<file path="src/rtl/core/bls_pkg.sv">
// shared types and constants of the battery level smoother
package bls_pkg;

  // configuration port geometry
  localparam int CFG_DATA_W = 16;
  localparam int CFG_IDX_W  = 3;

  // register indexes
  localparam logic [CFG_IDX_W-1:0] REG_CRITICAL_LOW_MV = 3'd0;
  localparam logic [CFG_IDX_W-1:0] REG_DEAD_MV         = 3'd1;
  localparam logic [CFG_IDX_W-1:0] REG_NORMAL_MAX_DROP = 3'd2;
  localparam logic [CFG_IDX_W-1:0] REG_CRITICAL_DROP   = 3'd3;
  localparam logic [CFG_IDX_W-1:0] REG_MIN_PERIOD_S    = 3'd4;
  localparam logic [CFG_IDX_W-1:0] REG_LOW_LEVEL       = 3'd5;

  // charge status codes
  localparam logic [2:0] ST_UNKNOWN      = 3'd0;
  localparam logic [2:0] ST_CHARGING     = 3'd1;
  localparam logic [2:0] ST_DISCHARGING  = 3'd2;
  localparam logic [2:0] ST_NOT_CHARGING = 3'd3;
  localparam logic [2:0] ST_FULL         = 3'd4;

  // full battery level
  localparam logic [6:0] LEVEL_FULL = 7'd100;

  // register reset values
  localparam logic [15:0] RST_CRITICAL_LOW_MV = 16'd3000;
  localparam logic [15:0] RST_DEAD_MV         = 16'd2800;
  localparam logic [6:0]  RST_NORMAL_MAX_DROP = 7'd2;
  localparam logic [6:0]  RST_CRITICAL_DROP   = 7'd6;
  localparam logic [15:0] RST_MIN_PERIOD_S    = 16'd55;
  localparam logic [6:0]  RST_LOW_LEVEL       = 7'd15;

  typedef struct packed {
    logic [15:0] critical_low_mv;
    logic [15:0] dead_mv;
    logic [6:0]  normal_max_drop;
    logic [6:0]  critical_drop;
    logic [15:0] min_period_s;
    logic [6:0]  low_level;
  } cfg_t;

  typedef struct packed {
    logic signed [8:0] raw_level;
    logic [2:0]        charge_status;
    logic [15:0]       cell_mv;
    logic [31:0]       uptime_s;
    logic              uptime_valid;
  } in_word_t;

  typedef struct packed {
    logic [6:0]  level_out;
    logic        health;
    logic [2:0]  status_out;
    logic [15:0] monitor_mv;
    logic        monitor_changed;
  } out_word_t;

  typedef struct packed {
    logic        started;
    logic [6:0]  last_level;
    logic [31:0] last_time;
    logic        forcing_drop;
    logic [15:0] armed_mv;
  } state_t;

endpackage

</file>
<file path="src/rtl/core/battery_level_smoother_unit.sv">
// top level of the battery level smoother: input register, step logic, result register
//
//   channel | signals                        | word
//   --------+--------------------------------+-------------
//   in      | in_valid, in_ready, in_word    | in_word_t
//   out     | out_valid, out_ready, out_word | out_word_t
//   cfg     | cfg_we, cfg_index, cfg_data    | 16-bit write
//
// a reading is captured in the input register and then moves on to the result
// register; the unit takes one reading per cycle while the result is not stalled.
// the smoothing state updates in the same edge that loads the result register.
// a stalled result holds the input register; in_ready drops only when both are full.
// synchronous active-high reset clears the state and valid flags; the data registers are not reset.
module battery_level_smoother_unit
  import bls_pkg::*;
(
  input  logic                  clk,
  input  logic                  rst,
  input  logic                  in_valid,
  output logic                  in_ready,
  input  in_word_t              in_word,
  output logic                  out_valid,
  input  logic                  out_ready,
  output out_word_t             out_word,
  input  logic                  cfg_we,
  input  logic [CFG_IDX_W-1:0]  cfg_index,
  input  logic [CFG_DATA_W-1:0] cfg_data
);

  cfg_t      cfg;
  in_word_t  in_q;
  logic      in_q_valid;
  state_t    state;
  state_t    state_next;
  out_word_t result;
  logic      advance;

  bls_config u_config (
    .clk       (clk),
    .rst       (rst),
    .cfg_we    (cfg_we),
    .cfg_index (cfg_index),
    .cfg_data  (cfg_data),
    .cfg       (cfg)
  );

  bls_step u_step (
    .cfg        (cfg),
    .item       (in_q),
    .state      (state),
    .result     (result),
    .state_next (state_next)
  );

  // handshake between the two register stages
  assign advance  = in_q_valid && (!out_valid || out_ready);
  assign in_ready = !in_q_valid || advance;

  // input register
  always_ff @(posedge clk) begin
    if (rst) begin
      in_q_valid <= 1'b0;
    end else if (in_valid && in_ready) begin
      in_q_valid <= 1'b1;
    end else if (advance) begin
      in_q_valid <= 1'b0;
    end
  end

  always_ff @(posedge clk) begin
    if (in_valid && in_ready) begin
      in_q <= in_word;
    end
  end

  // result register and smoothing state
  always_ff @(posedge clk) begin
    if (rst) begin
      out_valid <= 1'b0;
      state     <= '0;
    end else if (advance) begin
      out_valid <= 1'b1;
      state     <= state_next;
    end else if (out_ready) begin
      out_valid <= 1'b0;
    end
  end

  always_ff @(posedge clk) begin
    if (advance) begin
      out_word <= result;
    end
  end

  // an empty input register always takes a word
  a_empty_ready : assert property (@(posedge clk) disable iff (rst)
    !in_q_valid |-> in_ready)
    else $error("input register empty but not ready");

  // a word moving to the result register shows up as valid
  a_advance_out : assert property (@(posedge clk) disable iff (rst)
    advance |=> out_valid)
    else $error("advanced word lost");

  // reported level stays within 0..100
  a_level_range : assert property (@(posedge clk) disable iff (rst)
    out_valid |-> out_word.level_out <= LEVEL_FULL)
    else $error("level out of range");

  // a full battery is never reported dead
  a_full_healthy : assert property (@(posedge clk) disable iff (rst)
    out_valid && out_word.level_out == LEVEL_FULL |-> !out_word.health)
    else $error("full level reported dead");

  // unknown status is always corrected
  a_status_fixed : assert property (@(posedge clk) disable iff (rst)
    out_valid |-> out_word.status_out != ST_UNKNOWN)
    else $error("unknown status passed through");

endmodule

</file>
<file path="src/rtl/core/bls_config.sv">
// configuration register file of the battery level smoother
module bls_config
  import bls_pkg::*;
(
  input  logic                  clk,
  input  logic                  rst,
  input  logic                  cfg_we,
  input  logic [CFG_IDX_W-1:0]  cfg_index,
  input  logic [CFG_DATA_W-1:0] cfg_data,
  output cfg_t                  cfg
);

  // register writes, unknown indexes are dropped
  always_ff @(posedge clk) begin
    if (rst) begin
      cfg.critical_low_mv <= RST_CRITICAL_LOW_MV;
      cfg.dead_mv         <= RST_DEAD_MV;
      cfg.normal_max_drop <= RST_NORMAL_MAX_DROP;
      cfg.critical_drop   <= RST_CRITICAL_DROP;
      cfg.min_period_s    <= RST_MIN_PERIOD_S;
      cfg.low_level       <= RST_LOW_LEVEL;
    end else if (cfg_we) begin
      case (cfg_index)
        REG_CRITICAL_LOW_MV: cfg.critical_low_mv <= cfg_data;
        REG_DEAD_MV:         cfg.dead_mv         <= cfg_data;
        REG_NORMAL_MAX_DROP: cfg.normal_max_drop <= cfg_data[6:0];
        REG_CRITICAL_DROP:   cfg.critical_drop   <= cfg_data[6:0];
        REG_MIN_PERIOD_S:    cfg.min_period_s    <= cfg_data;
        REG_LOW_LEVEL:       cfg.low_level       <= cfg_data[6:0];
        default: ;
      endcase
    end
  end

endmodule

</file>
<file path="src/rtl/core/bls_step.sv">
// per-reading level smoothing, health, status and monitor logic
module bls_step
  import bls_pkg::*;
(
  input  cfg_t      cfg,
  input  in_word_t  item,
  input  state_t    state,
  output out_word_t result,
  output state_t    state_next
);

  // saturate a signed level to 0..100
  function automatic logic [6:0] clamp_level(input logic signed [10:0] v);
    logic signed [10:0] full_s;
    full_s = {4'b0, LEVEL_FULL};
    if (v < 0) return 7'd0;
    else if (v > full_s) return LEVEL_FULL;
    else return v[6:0];
  endfunction

  logic signed [10:0] full_s;
  logic signed [10:0] lvl;
  logic signed [10:0] ll;
  logic signed [10:0] soc;
  logic signed [10:0] dec;
  logic signed [10:0] nmd_s;
  logic signed [10:0] cd_s;
  logic [31:0]        now;
  logic [31:0]        lt;
  logic [31:0]        elapsed;
  logic               too_soon;
  logic               discharging;
  logic               update_time;
  logic               forcing;
  logic [6:0]         level;
  logic [2:0]         st;
  logic [15:0]        mon;

  always_comb begin
    full_s = {4'b0, LEVEL_FULL};
    nmd_s  = {4'b0, cfg.normal_max_drop};
    cd_s   = {4'b0, cfg.critical_drop};
    now    = item.uptime_valid ? item.uptime_s : state.last_time;
    lvl    = {{2{item.raw_level[8]}}, item.raw_level};
    ll     = {4'b0, state.last_level};
    lt     = state.last_time;

    // first reading seeds the level (capped below full) and the time
    if (!state.started) begin
      if (lvl >= full_s) lvl = full_s - 11'sd1;
      ll = {4'b0, clamp_level(lvl)};
      lt = now;
    end

    elapsed  = now - lt;
    too_soon = (now > lt) && (elapsed <= {16'b0, cfg.min_period_s});

    // starting level before rate limits
    if (item.charge_status == ST_FULL) soc = full_s;
    else if (lvl >= full_s && ll < full_s) soc = full_s - 11'sd1;
    else soc = lvl;

    discharging = (item.charge_status == ST_UNKNOWN) ||
                  (item.charge_status == ST_DISCHARGING) ||
                  (item.charge_status == ST_NOT_CHARGING);
    dec         = ll - soc;
    update_time = 1'b1;
    forcing     = state.forcing_drop;

    // rate limiting
    if (discharging) begin
      if (item.cell_mv >= cfg.critical_low_mv) begin
        forcing = 1'b0;
        if (dec < 0 || too_soon) begin
          soc         = ll;
          update_time = 1'b0;
        end else begin
          soc = (dec > nmd_s) ? (ll - nmd_s) : (ll - dec);
        end
      end else if (item.cell_mv < cfg.dead_mv) begin
        soc = '0;
      end else if (state.forcing_drop && too_soon) begin
        soc         = ll;
        update_time = 1'b0;
      end else begin
        soc     = (ll <= cd_s) ? 11'sd0 : (ll - cd_s);
        forcing = 1'b1;
      end
    end else begin
      forcing = 1'b0;
      if (soc > ll) soc = ll + 11'sd1;
    end

    level = clamp_level(soc);

    // corrected status
    if (item.charge_status == ST_UNKNOWN) st = ST_DISCHARGING;
    else if (item.charge_status == ST_FULL && level < LEVEL_FULL) st = ST_CHARGING;
    else st = item.charge_status;

    // monitor threshold to arm
    mon = '0;
    if (st != ST_CHARGING && st != ST_FULL && level != 7'd0) begin
      if (item.cell_mv > cfg.critical_low_mv) mon = cfg.critical_low_mv;
      else if (item.cell_mv > cfg.dead_mv) mon = cfg.dead_mv;
    end

    result.level_out       = level;
    result.health          = (level >= LEVEL_FULL) ? 1'b0 : (level < cfg.low_level);
    result.status_out      = st;
    result.monitor_mv      = mon;
    result.monitor_changed = (mon != state.armed_mv);

    state_next.started      = 1'b1;
    state_next.last_level   = level;
    state_next.last_time    = update_time ? now : lt;
    state_next.forcing_drop = forcing;
    state_next.armed_mv     = mon;
  end

endmodule

</file>
<file path="config.mk">
export PLATFORM = sky130hd
export DESIGN_NAME = battery_level_smoother_unit
export DESIGN_NICKNAME = d
export VERILOG_FILES = /design/src/rtl/core/bls_pkg.sv /design/src/rtl/core/battery_level_smoother_unit.sv /design/src/rtl/core/bls_config.sv /design/src/rtl/core/bls_step.sv
export SDC_FILE = /design/constraint.sdc
export NUM_CORES = 1
export LEC_CHECK = 0
export BUFFER_PORTS_ARGS = -buffer_cell sky130_fd_sc_hd__buf_4
export CORE_MARGIN = 4
export CORE_UTILIZATION = 44
export DETAILED_ROUTE_END_ITERATION = 10
export PLACE_DENSITY = 0.71
export REMOVE_ABC_BUFFERS = 1
export SYNTH_ARGS = -nofsm -noshare
export SYNTH_HDL_FRONTEND = slang
export SYNTH_SLANG_ARGS = --single-unit
</file>
<file path="constraint.sdc">
create_clock -name clk -period 17.1 [get_ports clk]
set_input_delay 3.42 -clock clk [delete_from_list [all_inputs] [get_ports clk]]
set_output_delay 3.42 -clock clk [all_outputs]
set_load 0.05 [all_outputs]
</file>
# [After elaboration in Yosys (flattened, before gate mapping)]
# Index checks and enable logic that the tools add are counted.
[totals] word_cells=128 in_bits=85 output_inout_bits=30 mem_bits_ro=0 mem_bits_rw=0 latchBits=0 reg_bits=217 n_memories=0
[classes] reduce_logical=27 bitwise_logic=0 n_shift=0 div=0 n_mux=39 n_eq_ne=13 multipliers=0 n_lt_le_gt_ge=20 n_addsub=6
[ops] op="$mux W11" count=13
[ops] op="$mux W32" count=3
[ops] op="$mux W16" count=3
[ops] op="$mux W7" count=5
[ops] op="$lt A11 B1 Y1 const B" count=3
[ops] op="$gt A16 B16 Y1" count=2
[ops] op="$gt A32 B32 Y1" count=1
[ops] op="$le A32 B16 Y1" count=1
[ops] op="$sub A32 B32 Y32" count=1
[ops] op="$gt A11 B8 Y1" count=2
[ops] op="$gt A11 B8 Y1 const B" count=2
[ops] op="$sub A8 B11 Y11" count=2
[ops] op="$ge A16 B16 Y1" count=1
[ops] op="$lt A16 B16 Y1" count=1
[ops] op="$ne A16 B16 Y1" count=1
[ops] op="$sub A7 B7 Y8" count=2
[ops] op="$lt A7 B7 Y1 const B" count=2
[ops] op="$mux W1" count=13
[ops] op="$eq A3 B2 Y1 const B" count=4
[ops] op="$reduce_and A2 Y1" count=6
[ops] op="$ge A11 B8 Y1 const B" count=1
[ops] op="$eq A3 B3 Y1 const B" count=3
[ops] op="$ge A9 B8 Y1 const B" count=1
[ops] op="$ne A3 B3 Y1 const B" count=3
[ops] op="14 further kinds" count=29

# [Depth between registers and ports, before layout]
[depth] depth_word=29 ltp_mapped=34 ltp_nobuf=32

# [Modules after synthesis]
# Synthesis repeated with hierarchy kept, for this count alone.
[hier_totals] cells_unflattened=1777 hier_area_um2=16259.3
[modules_own_cells] module="bls_step" instances=1 cells_each=1166 seq_area_each_um2=0.0 area_each_um2=8162.8
[modules_own_cells] module="battery_level_smoother_unit" instances=1 cells_each=346 seq_area_each_um2=3853.7 area_each_um2=5307.6
[modules_own_cells] module="bls_config" instances=1 cells_each=265 seq_area_each_um2=1381.3 area_each_um2=2788.9

# [Worst setup path before layout]
# Ideal clock, no wire load.
[synth_timing] path_kind="in2out" start="in out_ready" end="out in_ready" arrival_time_ns=3.924 stages=2 path_slack_ns=9.756 required_time_ns=13.680 path_buffers=0 cell_sequence="nor2b_1 -> nand2_1"
[synth_via] elab_chain_cells=3
[synth_rtl] element="start, declared" line_no="battery_level_smoother_unit.sv:23" rtl="input logic out_ready,"
[synth_rtl] element="$logic_or A1 B1 Y1" line_no="battery_level_smoother_unit.sv:56" rtl="assign advance = in_q_valid && (!out_valid || out_ready);"
[synth_rtl] element="$logic_and A1 B1 Y1" line_no="battery_level_smoother_unit.sv:56"
[synth_rtl] element="$logic_or A1 B1 Y1" line_no="battery_level_smoother_unit.sv:57" rtl="assign in_ready = !in_q_valid || advance;"
[synth_rtl] element="end, declared" line_no="battery_level_smoother_unit.sv:20" rtl="output logic in_ready,"
# No other way between the ends.

==> impl_metrics.yaml <==
finish:
  final_util_pct: 51.2
  nFillCells: 3107
  antennaDiodeCount: 0
  register_area_mm2: 0.00524
  multi_input_area_mm2: 0.00875
  layout.nets: 1956
  drive_above_1_share_pct: 13.5
  area_growth_pct: 14.4
critical_path:
  slowest_delay_ns: 0.69
  end_kind: "register"
  crit_buf_inv: 1
  path_max_fanout: 32
  worstPathArrival_ns: 8.22
  crit-reg2reg-launch: "in_q[0]"
  cp-startpoint: "in_q[0]"
  slowest_stage: "a21boi_0"
  critPathKind: "reg -> reg"
  worstSetupStartpointType: "register"
  crit_family: "compound AO/OA/AOI/OAI gates"
  required_ns: 17.46
die:
  die_width_um: 190
  initial_core_util_pct: 44.7
  placementRows: 66
  io_pins: 115
  die_area_mm2: 0.0361
  die_y_um: 190
  core_area_mm2: 0.0326
route:
  wl_per_cell_um: 18.3
  firstDrtPassIters: 5
  postRouteAntennaNets: 0
  drt-initial-drc-count: 999
  vias_per_cell: 5.74
  vias: 12700
  drc_errors: 0
  wirelength_um: 40400
clock_tree:
  cts_sinks: 217
  cts_tree: "built"
  root_buffer: "clkbuf_16"
  cts.clk_slew.worst_paths_ns: 0.06
  post-cts-setup-buffers: 0
  htree_levels: 1
  cts-resized-gates: 0
  clockBufferDepth: 3
  hold_buffers: 0
  cts-buffers-inserted: 26
  clk_latency_ns: 0.54
placement:
  gp_congestion: 0.943
  dp_hpwl_um: 30900
  portBuffers: 114
pwr:
  power_density_mw_per_mm2: 95.8
  ir_drop_v: 0.0000800
  p_leak_nw: 6.77
global_route:
  grt_pass1_vias: 12000
  overflow: 0
  grt_max_degree: 79
  grt.total_usage_pct: 21.7
  grt_pass1_wl_um: 63900
  antenna_found_initial: 0
sta:
  drv_slew: 0
  fmax_mhz: 127
  tightest_slew_ns: 1.08
  finalSetupViolCount: 0
  finalCriticalPeriod_ns: 7.86
  hold_viol: 0
  rsz0062_at_grt: "false"
  slew_headroom_pct: 27.7
  min_period_over_period_pct: 46.0
  fin_tns_setup_ns: 0
  fin_worst_skew_ns: 0.0131
yosys:
  yosysUniqueCellTypes: 85
  synth_most_common_cell: "nand2_1"
  synth_seq_area_share_pct: 35.9
  synthTopCellsByArea: "edfxtp_1, dfxtp_1, ha_1"
  synth_top_cells_by_count: "nand2_1, nor2_1, a21oi_1"
  synthCells: 1651
  ys_seq_elements: 217
  async_reset_ff_share_pct: 0
  synth_area_mm2: 0.0146
  ys_warn_count: 0
  synth_edf_count: 89
  synthFlopType: "dfxtp_1"
  syn_area_per_cell_um2: 8.84
  yosys.area.top_type: "edfxtp_1"
  synth_top_area_share_pct: 18.3
outcome:
  status: "finished clean"
min_path:
  hp-class: "reg -> reg"
  min_from: "u_config.cfg[17]"
job:
  max-cap-violations: 0
cell families after synthesis:
| family | after synthesis | share of synthesized area (%) |
|---|---|---|
| xor gates and xnor gates | 39 | 2.34 |
| adders and majority gates | 128 | 11.2 |
| DFF | 217 | 35.9 |
| AOI/OAI and AO/OA | 439 | 19.9 |
| buffers and inverters | 163 | 4.36 |
| muxes | 125 | 8.91 |
| and+or+nand+nor | 540 | 17.4 |
path summary, 6_finish.rpt:
check                          end  slack, ns  depth (start not counted)
setup / recovery      out_word[20]       9.24                         29
hold / removal    u_config.cfg[17]       0.46                          2
setup reg to reg      out_word[20]       9.24                         29
hold reg to reg   u_config.cfg[17]       0.46                          2
cells in the final DEF (no fill, tap or decap), types with 16 or more instances in the layout:
cell type and instances:
nor2b_1 22, nand2_1 186, buf_4 125, a211o_1 22, a21oi_1 137, ha_1 123
a21o_1 30, a211oi_1 18, inv_1 102, xnor2_1 23, edfxtp_1 89, o21a_1 25
clkbuf_16 27, nand4_1 25, nand3_1 31, dfxtp_1 127, o21ai_0 59, nor2_1 161
nor3_1 23, xor2_1 16, mux2i_1 86, a22oi_1 20, mux2_2 38
sequential cells by signal, summed over array words and instances (netlist names):
| signal | cells |
|---|---|
| state | 57 |
| out_word | 28 |
| u_config.cfg | 69 |
| out_valid | 1 |
| in_q | 61 |
| in_q_valid | 1 |
final cells by class:
| cell class | count | area share (%) |
|---|---|---|
| clock buffers | 37 | 4.51 |
| clock inverters | 11 | 0.480 |
| repair buffers | 125 | 5.62 |
| inverters | 102 | 2.29 |
| multi-input cells | 1271 | 52.4 |
| well taps | 442 | 3.31 |
| flip-flops and latches | 217 | 31.4 |
worst min-delay path, stage by stage (launching register included):
cell     delay (ns)
dfxtp_1        0.31
nand2_1        0.05
a21oi_1        0.05
stage by stage:
stage	power (mW)	setup WS [ns]	cells	hold WS [ns]	cell area, um2
final	1.60	9.24	2205	0.456	16700
after global routing	1.69	8.73	2205	0.472	16700
after CTS	1.61	9.28	2205	0.459	16700
after detailed placement	1.08	9.32	2157	0.450	15900
after global placement	1.07	9.37	2157	0.444	15900
after floorplan	0.934	9.25	1590	0.430	14300
report_power, final:
group          internal, mW  switching [mW]  total [mW]  leakage [nW]
clock network         0.308           0.219       0.527         0.409
registers             0.566          0.0131       0.579          1.90
logic                 0.194           0.300       0.494          4.46
metal layers:
metal | track usage [%] | vias to the layer above | routed length (um)
met4 | 6.26 | 0 | 1250
met3 | 3.34 | 80 | 2370
li1 | - | 6204 | -
met2 | 35.5 | 350 | 18600
met5 | 0 | - | 0
met1 | 29.8 | 6026 | 18200
No activity file was read; power rests on OpenSTA's default activity.
